--- config.mk ---
export PLATFORM = sky130hd
export DESIGN_NAME = linear_probe_hash_index
export DESIGN_NICKNAME = d
export VERILOG_FILES = /design/src/lphi_pkg.sv /design/src/lphi_front.sv /design/src/lphi_fifo.sv /design/src/lphi_back.sv /design/src/linear_probe_hash_index.sv
export SDC_FILE = /design/constraint.sdc
export NUM_CORES = 2
export LEC_CHECK = 0
export BUFFER_PORTS_ARGS = -buffer_cell sky130_fd_sc_hd__clkbuf_2
export CORE_UTILIZATION = 31
export DETAILED_ROUTE_END_ITERATION = 10
export GPL_TIMING_DRIVEN = 1
export PLACE_DENSITY = 0.46
export SYNTH_ARGS = -nofsm -noshare
export SYNTH_HDL_FRONTEND = slang
export SYNTH_SLANG_ARGS = --single-unit
export TNS_END_PERCENT = 100
--- constraint.sdc ---
create_clock -name clk -period 9.5 [get_ports clk]
set_input_delay 1.425 -clock clk [delete_from_list [all_inputs] [get_ports clk]]
set_output_delay 1.425 -clock clk [all_outputs]
set_load 0.02 [all_outputs]
--- src/lphi_pkg.sv ---
`timescale 1ns / 1ps
package lphi_pkg;

	// SLOTS must be a power of two: home slot and probe wrap use the low bits.
	localparam int unsigned SLOTS      = 16;
	localparam int unsigned SLOT_W     = $clog2(SLOTS);
	localparam int unsigned KEY_W      = 32;
	localparam int unsigned VAL_W      = 32;
	localparam int unsigned HASH_SHIFT = 16;
	localparam logic [KEY_W-1:0] HASH_MUL = 32'h045D_9F3B;
	localparam int unsigned FIFO_DEPTH = 4;
	localparam int unsigned FIFO_AW    = $clog2(FIFO_DEPTH);

	typedef enum logic {
		ACT_INSERT = 1'b0,
		ACT_LOOKUP = 1'b1
	} action_t;

	typedef struct packed {
		action_t             action;
		logic [KEY_W-1:0]    key;
		logic [VAL_W-1:0]    value;
		logic [SLOT_W-1:0]   home;
	} op_t;

	typedef enum logic {
		ST_IDLE  = 1'b0,
		ST_PROBE = 1'b1
	} probe_state_t;

endpackage

--- src/lphi_front.sv ---
`timescale 1ns / 1ps
module lphi_front
	import lphi_pkg::*;
(
	input  logic             clk,
	input  logic             arst_n,
	input  logic             push,
	output logic             full,
	input  logic             action,
	input  logic [KEY_W-1:0] key,
	input  logic [VAL_W-1:0] value,
	input  logic             q_full,
	output logic             q_push,
	output op_t              q_op
);

	logic             s1_v_s1;
	action_t          action_s1;
	logic [KEY_W-1:0] key_s1;
	logic [VAL_W-1:0] value_s1;
	logic [KEY_W-1:0] mix_s1;

	logic             s2_v_s2;
	action_t          action_s2;
	logic [KEY_W-1:0] key_s2;
	logic [VAL_W-1:0] value_s2;
	logic [KEY_W-1:0] prod_s2;

	logic             s1_ready;
	logic             s2_ready;
	logic             accept;
	logic [KEY_W-1:0] folded;

	assign s2_ready = !s2_v_s2 || !q_full;
	assign s1_ready = !s1_v_s1 || s2_ready;
	assign full     = !s1_ready;
	assign accept   = push && s1_ready;

	always_ff @(posedge clk or negedge arst_n) begin
		if (!arst_n) begin
			s1_v_s1 <= 1'b0;
			s2_v_s2 <= 1'b0;
		end else begin
			if (s1_ready)
				s1_v_s1 <= accept;
			if (s2_ready)
				s2_v_s2 <= s1_v_s1;
		end
	end

	always_ff @(posedge clk) begin
		if (accept) begin
			action_s1 <= action_t'(action);
			key_s1    <= key;
			value_s1  <= value;
			mix_s1    <= key ^ (key >> HASH_SHIFT);
		end
		if (s2_ready && s1_v_s1) begin
			action_s2 <= action_s1;
			key_s2    <= key_s1;
			value_s2  <= value_s1;
			prod_s2   <= mix_s1 * HASH_MUL;
		end
	end

	assign folded = prod_s2 ^ (prod_s2 >> HASH_SHIFT);

	assign q_push = s2_v_s2 && !q_full;

	always_comb begin
		q_op.action = action_s2;
		q_op.key    = key_s2;
		q_op.value  = value_s2;
		q_op.home   = folded[SLOT_W-1:0];
	end

endmodule

--- src/lphi_fifo.sv ---
`timescale 1ns / 1ps
module lphi_fifo
	import lphi_pkg::*;
(
	input  logic clk,
	input  logic arst_n,
	input  logic wr_en,
	input  op_t  wr_op,
	output logic q_full,
	input  logic rd_en,
	output op_t  rd_op,
	output logic q_empty
);

	op_t                entry_q [FIFO_DEPTH];
	logic [FIFO_AW-1:0] wr_ptr_q;
	logic [FIFO_AW-1:0] rd_ptr_q;
	logic [FIFO_AW:0]   count_q;

	assign q_full  = count_q == (FIFO_AW+1)'(FIFO_DEPTH);
	assign q_empty = count_q == '0;
	assign rd_op   = entry_q[rd_ptr_q];

	always_ff @(posedge clk or negedge arst_n) begin
		if (!arst_n) begin
			wr_ptr_q <= '0;
			rd_ptr_q <= '0;
			count_q  <= '0;
		end else begin
			if (wr_en)
				wr_ptr_q <= wr_ptr_q + 1'b1;
			if (rd_en)
				rd_ptr_q <= rd_ptr_q + 1'b1;
			if (wr_en && !rd_en)
				count_q <= count_q + 1'b1;
			else if (rd_en && !wr_en)
				count_q <= count_q - 1'b1;
		end
	end

	always_ff @(posedge clk) begin
		if (wr_en)
			entry_q[wr_ptr_q] <= wr_op;
	end

endmodule

--- src/lphi_back.sv ---
`timescale 1ns / 1ps
module lphi_back
	import lphi_pkg::*;
(
	input  logic             clk,
	input  logic             arst_n,
	input  logic             q_empty,
	input  op_t              q_op,
	output logic             q_pop,
	output logic             empty,
	input  logic             pop,
	output logic [VAL_W-1:0] read_value,
	output logic             found,
	output logic             dropped
);

	logic [KEY_W-1:0]  slot_key [SLOTS];
	logic [VAL_W-1:0]  slot_value [SLOTS];
	logic [SLOTS-1:0]  slot_used_q;

	probe_state_t      state_q;
	probe_state_t      state_next;
	op_t               op_q;
	logic [SLOT_W-1:0] idx_q;
	logic [SLOT_W-1:0] cnt_q;
	logic [KEY_W-1:0]  rkey_q;
	logic [VAL_W-1:0]  rval_q;

	logic              out_v_q;
	logic [VAL_W-1:0]  out_val_q;
	logic              out_found_q;
	logic              out_drop_q;

	logic [SLOT_W-1:0] rd_addr;
	logic              take;
	logic              stop;
	logic              finish;
	logic              wr_en;
	logic              used_now;
	logic              key_eq;

	assign used_now = slot_used_q[idx_q];
	assign key_eq   = rkey_q == op_q.key;
	// empty slot or same key ends the probe for both actions
	assign stop     = !used_now || key_eq;

	always_comb begin
		state_next = state_q;
		case (state_q)
			ST_IDLE:  if (take)   state_next = ST_PROBE;
			ST_PROBE: if (finish) state_next = ST_IDLE;
			default:  state_next = ST_IDLE;
		endcase
	end

	always_comb begin
		take    = 1'b0;
		finish  = 1'b0;
		wr_en   = 1'b0;
		rd_addr = idx_q + 1'b1;
		case (state_q)
			ST_IDLE: begin
				take    = !q_empty && !out_v_q;
				rd_addr = q_op.home;
			end
			ST_PROBE: begin
				finish = stop || (cnt_q == SLOT_W'(SLOTS - 1));
				wr_en  = stop && (op_q.action == ACT_INSERT);
			end
			default: ;
		endcase
	end

	assign q_pop = take;

	always_ff @(posedge clk or negedge arst_n) begin
		if (!arst_n) begin
			state_q     <= ST_IDLE;
			slot_used_q <= '0;
			out_v_q     <= 1'b0;
		end else begin
			state_q <= state_next;
			if (wr_en)
				slot_used_q[idx_q] <= 1'b1;
			if (finish)
				out_v_q <= 1'b1;
			else if (pop)
				out_v_q <= 1'b0;
		end
	end

	always_ff @(posedge clk) begin
		rkey_q <= slot_key[rd_addr];
		rval_q <= slot_value[rd_addr];
		if (wr_en) begin
			slot_key[idx_q]   <= op_q.key;
			slot_value[idx_q] <= op_q.value;
		end
		if (take) begin
			op_q  <= q_op;
			idx_q <= q_op.home;
			cnt_q <= '0;
		end else if (state_q == ST_PROBE) begin
			idx_q <= idx_q + 1'b1;
			cnt_q <= cnt_q + 1'b1;
		end
		if (finish) begin
			if (op_q.action == ACT_INSERT) begin
				out_val_q   <= '0;
				out_found_q <= stop;
				out_drop_q  <= !stop;
			end else begin
				out_val_q   <= (used_now && key_eq) ? rval_q : '0;
				out_found_q <= used_now && key_eq;
				out_drop_q  <= 1'b0;
			end
		end
	end

	assign empty      = !out_v_q;
	assign read_value = out_val_q;
	assign found      = out_found_q;
	assign dropped    = out_drop_q;

endmodule

--- src/linear_probe_hash_index.sv ---
`timescale 1ns / 1ps
// Path: front stages s1 and s2, the queue, the back-end prober, its result register.
// The back prober handles one word at a time, at most SLOTS probes each, and takes
// the next word only while idle with its result register empty (popped).
// Reset: async active low; all slot used marks clear at once, no clearing pass.
// Front pipeline and 4-entry queue keep accepting while the back probes, until full.
module linear_probe_hash_index
	import lphi_pkg::*;
(
	input  logic             clk,
	input  logic             arst_n,
	input  logic             push,
	output logic             full,
	input  logic             action,
	input  logic [KEY_W-1:0] key,
	input  logic [VAL_W-1:0] value,
	output logic             empty,
	input  logic             pop,
	output logic [VAL_W-1:0] read_value,
	output logic             found,
	output logic             dropped
);

	logic q_full;
	logic q_push;
	op_t  q_wr_op;
	logic q_pop;
	op_t  q_rd_op;
	logic q_empty;

	lphi_front u_front (
		.clk    (clk),
		.arst_n (arst_n),
		.push   (push),
		.full   (full),
		.action (action),
		.key    (key),
		.value  (value),
		.q_full (q_full),
		.q_push (q_push),
		.q_op   (q_wr_op)
	);

	lphi_fifo u_fifo (
		.clk     (clk),
		.arst_n  (arst_n),
		.wr_en   (q_push),
		.wr_op   (q_wr_op),
		.q_full  (q_full),
		.rd_en   (q_pop),
		.rd_op   (q_rd_op),
		.q_empty (q_empty)
	);

	lphi_back u_back (
		.clk        (clk),
		.arst_n     (arst_n),
		.q_empty    (q_empty),
		.q_op       (q_rd_op),
		.q_pop      (q_pop),
		.empty      (empty),
		.pop        (pop),
		.read_value (read_value),
		.found      (found),
		.dropped    (dropped)
	);

endmodule
# == After elaboration in Yosys (flattened, before gate mapping) ==
# Memories as Yosys holds them, arrays and structs flattened. A register that Yosys moved wholly into a read port is not among the register bits.
# Index checks and enable logic that the tools add are counted.
# classes
n_reduce_logical,28
n_mux,22
bitwise_logic,5
mul,1
n_lt_le_gt_ge,2
eq_ne,3
n_addsub,6
# op_table
op,n
== test 32 bit,1
"multiplier 32 x 27 -> 20 bit, second input constant",1
bitwise XOR 32 x 16 -> 32 bit,1
OR 16 bit,1
2-to-1 mux 1 bit,14
2-to-1 mux 4 bit,3
logical NOT 1 bit,10
logical AND 1 bit,9
"adder 4 x 1 -> 4 bit, second input constant",2
2-to-1 mux 3 bit,2
nonzero test 2 bit,3
"less-than comparator 4 x 5 -> 1 bit, second input constant",1
"adder 2 x 1 -> 2 bit, second input constant",2
binary-select mux 1 bit (select 4 bit),1
demux 1 bit (select 4 bit),1
"== test 4 bit, second input constant",1
">= comparator 4 x 1 -> 1 bit, second input constant",1
logical OR 1 bit,4
bitwise XOR 4 bit,1
"adder 3 x 1 -> 3 bit, second input constant",1
"== test 3 bit, second input constant",1
logical NOT 3 bit,1
"subtractor 3 x 1 -> 3 bit, second input constant",1
NOT 1 bit,2
2 further kinds,2
# totals
wordCells,94
register_bits,316
output_inout_bits,36
n_memories,3
mem_bits_rw,1300
inputBits,69
# memory_table
memory,depth,width,read_ports,rd_clocked_by_memory_dff,write_ports,line,text
u_back.slot_key,16,32,1,1,1,lphi_back.sv:17,logic [KEY_W-1:0] slot_key [SLOTS];
u_back.slot_value,16,32,1,1,1,lphi_back.sv:18,logic [VAL_W-1:0] slot_value [SLOTS];
u_fifo.entry_q,4,69,1,0,1,lphi_fifo.sv:15,op_t entry_q [FIFO_DEPTH];

# == Longest topological paths before layout ==
# logic_depth
word_depth,8
mapped_depth,20
depth_no_buf,20

# == By module ==
# From an unflattened synthesis, not the netlist that was laid out.
# hier_totals
cells_unflattened,2918
area_unflattened_um2,64411.8
# modules_own_cells
mod,n_inst,area_per_inst_um2,cells_each,seq_area_each_um2
lphi_back,1,45285.9,1948,35654.2
lphi_fifo,1,10426.2,395,8463.1
lphi_front,1,8699.6,575,4674.5

# == Worst setup path before layout ==
# OpenSTA, ideal clock, no wires.
# synth_path
path_kind,reg-to-reg
startpoint,register u_back.idx_q[0]
endpoint,"memory u_back.slot_key[0][0], enable pin"
path_stages_with_launch,8
setup_time_ns,0.644
n_path_buf,2
slack_ns,0.786
t_arrival_ns,8.070
period_less_slack_ns,8.714
t_required_ns,8.856
cell_sequence,edfxtp_1 -> buf_2 -> mux4_2 -> mux4_2 -> o21ai_2 -> nand2b_1 -> clkbuf_1 -> nor4_1
# synth_between
elab_chain_cells,8
# synth_lines
element,line,text
from (decl),lphi_back.sv:24,logic [SLOT_W-1:0] idx_q;
from (signal assigned),lphi_back.sv:101,idx_q <= q_op.home;
from (signal assigned),lphi_back.sv:104,idx_q <= idx_q + 1'b1;
binary-select mux 1 bit (select 4 bit),lphi_back.sv:42,assign used_now = slot_used_q[idx_q];
2-to-1 mux 1 bit (not written as such),lphi_back.sv:42,
logical NOT 1 bit,lphi_back.sv:45,assign stop = !used_now || key_eq;
logical OR 1 bit,lphi_back.sv:45,
logical AND 1 bit,lphi_back.sv:68,wr_en = stop && (op_q.action == ACT_INSERT);
2-to-1 mux 1 bit,lphi_back.sv:61,case (state_q)
2-to-1 mux 1 bit,lphi_back.sv:95,if (wr_en) begin
2-to-1 mux 1 bit (not written as such),lphi_back.sv:96,slot_key[idx_q] <= op_q.key;
to (decl),lphi_back.sv:17,
# Several ways; a longest one is shown, not always the timed one. The select of a mux whose other input is x is not followed.

# == Worst setup path in the final report ==
# layout_path
startpoint,register u_front.mix_s1[8]
endpoint,register u_front.prod_s2[19] (data pin)
# layout_between
elab_chain_cells,1
# layout_lines
element,line,text
from (decl),lphi_front.sv:21,logic [KEY_W-1:0] mix_s1;
from (signal assigned),lphi_front.sv:56,mix_s1 <= key ^ (key >> HASH_SHIFT);
multiplier 32 x 27 -> 20 bit,lphi_front.sv:62,prod_s2 <= mix_s1 * HASH_MUL;
to (signal assigned),lphi_front.sv:62,
to (decl),lphi_front.sv:27,logic [KEY_W-1:0] prod_s2;
# Every way passes these cells.
# A chain may end at the register's enable or synchronous reset.

==> out/summary.txt <==
=========================================================================================
Summed instance area of the synthesized netlist ............................    66200 µm²
Post-synthesis to final-layout area growth .................................        15.2%
Core utilization of the finished layout ....................................        0.359
Number of remaining DRC errors .............................................           20
Boundary Pins ..............................................................          105
Register area share after synthesis ........................................        0.738
Clock insertion delay at the later pin of the skew report ..................      0.82 ns
Proportion of layout cells with a drive suffix above 1 .....................        0.179
Final hold violation count .................................................            0
Clock root buffer .......................................................... sky130_fd_sc_hd__clkbuf_16
# resized after CTS ........................................................            0
Minimum hold slack .........................................................     0.400 ns
Buffers from clock root to sink, at most ...................................            3
Clock transition at path regs ..............................................      0.06 ns
Yosys warning count ........................................................            0
Die Y ......................................................................       464 µm
Total track usage ..........................................................        0.169
Synthesized net count ......................................................         3893
Per-instance average area after synthesis ..................................     18.1 µm²
Fin Setup TNS ..............................................................         0 ns
Final period utilization ...................................................        0.656
DP Wirelength ..............................................................      98.1 mm
Number of enable flip-flop cells after synthesis ...........................         1557
Top library cells by usage in the layout, fill and taps aside .............. 1557 x sky130_fd_sc_hd__edfxtp_1, 199 x sky130_fd_sc_hd__mux4_2, 186 x sky130_fd_sc_hd__clkbuf_16, 147 x sky130_fd_sc_hd__inv_1, 147 x sky130_fd_sc_hd__a21oi_1
Count of maximum capacitance violations ....................................            0
Worst slack at placement ...................................................      3.24 ns
GP Congestion ..............................................................        0.782
Port Buffers ...............................................................          104
Count of routing violations after the opening detailed-route iteration .....         3547
CP Data Arrival Time .......................................................      6.77 ns
Hold buffer count at CTS ...................................................            0
Cts bufs inserted ..........................................................          182
Highest net fanout along the worst path ....................................            7
Commonest non-fill, non-tap cell in the layout ............................. sky130_fd_sc_hd__edfxtp_1
CORE AREA ..................................................................   212000 µm²
Die width ..................................................................       464 µm
Vias/cell ..................................................................         5.17
Wire length of the first global-routing pass ...............................       265 mm
Commonest register cell after synthesis .................................... sky130_fd_sc_hd__edfxtp_1
Layout Skew ................................................................    0.0321 ns
Final slew viol count ......................................................            0
Result of the run .......................................................... finished, violations left
Initial antenna violation count ............................................            9
Headroom to the max-slew limit .............................................        0.268
RSZ-0062 raised after global routing .......................................           no
Initial standard-cell utilization of the core ..............................        0.312
Buffers inserted during post-CTS setup optimization ........................            0
Via count of the first global-routing pass .................................        36300
Standard-cell rows .........................................................          169
TritonCTS clock tree .......................................................          yes
Number of instances in the synthesized netlist .............................         3647
Fin nets ...................................................................         4051
Endpoint class of the critical path ........................................     register
Maximum achievable frequency ...............................................      161 MHz
H-Tree Level Count .........................................................            4
Routed vias ................................................................        35100
Pin slew with the least headroom to its limit ..............................      1.09 ns
Library cells used by synthesis ............................................           67
Data required time of the critical path ....................................     10.05 ns
Die Footprint ..............................................................   215000 µm²
Time the worst path needs with I/O delays and setup ........................      6.23 ns
Total of endpoints with negative setup slack in the final report ...........            0
Number of detailed-routing iterations run before antenna repair ............            8
Setup Crit Path Kind ....................................................... register to register
Post-route setup slack .....................................................      3.27 ns
Mean routed wirelength per cell ............................................      27.0 µm
Violated checks ............................................................          DRC
Post-detailed-route count of antenna-violating nets ........................            0
Launching element type of the critical path ................................     register
DRT Wirelength .............................................................       183 mm
Proportion of register bits with asynchronous set or reset after synthesis .       0.0163
# clock sinks ..............................................................         1652
Path category of the worst min-delay check ................................. register to register
Overflow left after global routing .........................................            0
Maximum number of pins on one net before global-route repair ...............          106
Register bit total from synthesis ..........................................         1652
=========================================================================================
-- logic make-up (layout without fill, tap and decap cells) --
family,count (synthesis),in the layout,share of synthesized area
and+or+nand+nor,304,304,0.0232
xor gates and xnor gates,89,89,0.0118
AOI/OAI and AO/OA,827,827,0.0877
muxes,231,231,0.0735
other,0,2,0
buffers and inverters,367,683,0.0232
DFF,1652,1652,0.738
adders and majority gates,177,177,0.0431
-- synthesized netlist by cell type (39+ instances only) --
library cell / instances / share of area
sky130_fd_sc_hd__edfxtp_1: 1557 / 0.71
sky130_fd_sc_hd__mux4_2: 200 / 0.068
sky130_fd_sc_hd__inv_1: 149 / 0.0085
sky130_fd_sc_hd__a21oi_1: 148 / 0.011
sky130_fd_sc_hd__o21ai_0: 134 / 0.010
sky130_fd_sc_hd__clkbuf_1: 132 / 0.0075
sky130_fd_sc_hd__ha_1: 92 / 0.017
sky130_fd_sc_hd__fa_1: 85 / 0.026
sky130_fd_sc_hd__nand2_1: 75 / 0.0043
sky130_fd_sc_hd__dfxtp_1: 68 / 0.021
sky130_fd_sc_hd__a22oi_1: 64 / 0.0073
sky130_fd_sc_hd__xor2_1: 60 / 0.0079
sky130_fd_sc_hd__nor3_1: 55 / 0.0042
sky130_fd_sc_hd__a211oi_1: 51 / 0.0058
sky130_fd_sc_hd__a21o_1: 48 / 0.0054
sky130_fd_sc_hd__o221ai_1: 47 / 0.0062
sky130_fd_sc_hd__nand2b_1: 44 / 0.0042
sky130_fd_sc_hd__nor2_1: 44 / 0.0025
sky130_fd_sc_hd__o211ai_1: 40 / 0.0045
sky130_fd_sc_hd__a31oi_1: 39 / 0.0037
sky130_fd_sc_hd__and2_1: 39 / 0.0037
-- worst max-delay path: stages, from the launching register on --
cell,delay (ns)
sky130_fd_sc_hd__edfxtp_1,0.64
sky130_fd_sc_hd__inv_1,0.17
sky130_fd_sc_hd__fa_1,0.47
sky130_fd_sc_hd__fa_1,0.50
sky130_fd_sc_hd__inv_1,0.06
sky130_fd_sc_hd__fa_1,0.50
sky130_fd_sc_hd__inv_1,0.05
sky130_fd_sc_hd__fa_1,0.52
sky130_fd_sc_hd__inv_1,0.05
sky130_fd_sc_hd__fa_1,0.45
sky130_fd_sc_hd__fa_1,0.49
sky130_fd_sc_hd__inv_1,0.05
sky130_fd_sc_hd__fa_1,0.47
sky130_fd_sc_hd__inv_1,0.04
sky130_fd_sc_hd__ha_1,0.35
sky130_fd_sc_hd__and4_1,0.20
sky130_fd_sc_hd__and3_1,0.18
sky130_fd_sc_hd__a221oi_1,0.43
sky130_fd_sc_hd__o21ai_0,0.19
sky130_fd_sc_hd__xnor2_1,0.15
-- cell type report --
class | count | area, µm²
multi-input cells | 1628 | 16100
inverters | 150 | 566
repair buffers | 191 | 1220
clock inverters | 110 | 1120
diodes | 2 | 5.00
well taps | 2821 | 3530
flip-flops and latches | 1652 | 48800
fillers | 19700 | 136000
clock buffers | 232 | 4870
-- state kept, by name, indices dropped and copies added, names as in the netlist, 3 cells and up --
signal and count:
u_back.slot_value 512, u_back.cnt_q 4, u_fifo.count_q 3, u_front.value_s1 32
u_back.idx_q 4, u_back.slot_key 512, u_back.read_value 32, u_front.value_s2 32
u_front.mix_s1 32, u_back.rval_q 32, u_front.key_s1 16, u_fifo.entry_q 276
u_back.op_q 65, u_back.slot_used_q 16, u_front.key_s2 32, u_back.rkey_q 32
u_front.prod_s2 8
-- path summary, 6_finish.rpt --
check	start	to	slack, ns	cells after the start
setup / recovery	u_front.mix_s1[8]	u_front.prod_s2[19]	3.27	19
hold / removal	u_front.key_s1[9]	u_front.key_s2[9]	0.40	0
setup reg to reg	u_front.mix_s1[8]	u_front.prod_s2[19]	3.27	19
hold reg to reg	u_front.key_s1[9]	u_front.key_s2[9]	0.40	0
max in group asynchronous	arst_n	u_fifo.rd_ptr_q[0]	8.18	1
min in group asynchronous	arst_n	u_front.s1_v_s1	0.71	1
-- routing by layer --
layer | vias up | share of wire | global-route usage
met2 | 1183 | 0.46 | 0.263
met3 | 243 | 0.060 | 0.0282
met1 | 18600 | 0.46 | 0.245
met4 | 0 | 0.018 | 0.0411
met5 | - | 0 | 0
li1 | 15100 | - | -
-- per-stage QoR --
stage,instance area (µm²),std cells
finish,76200,6786
global route,76200,6785
CTS,76200,6784
detailed placement,70200,6442
global placement,70200,6442
floorplan,66200,3647
Power is not shown: default switching activity piles up to over one toggle a cycle in this logic, so the estimate is an artifact.
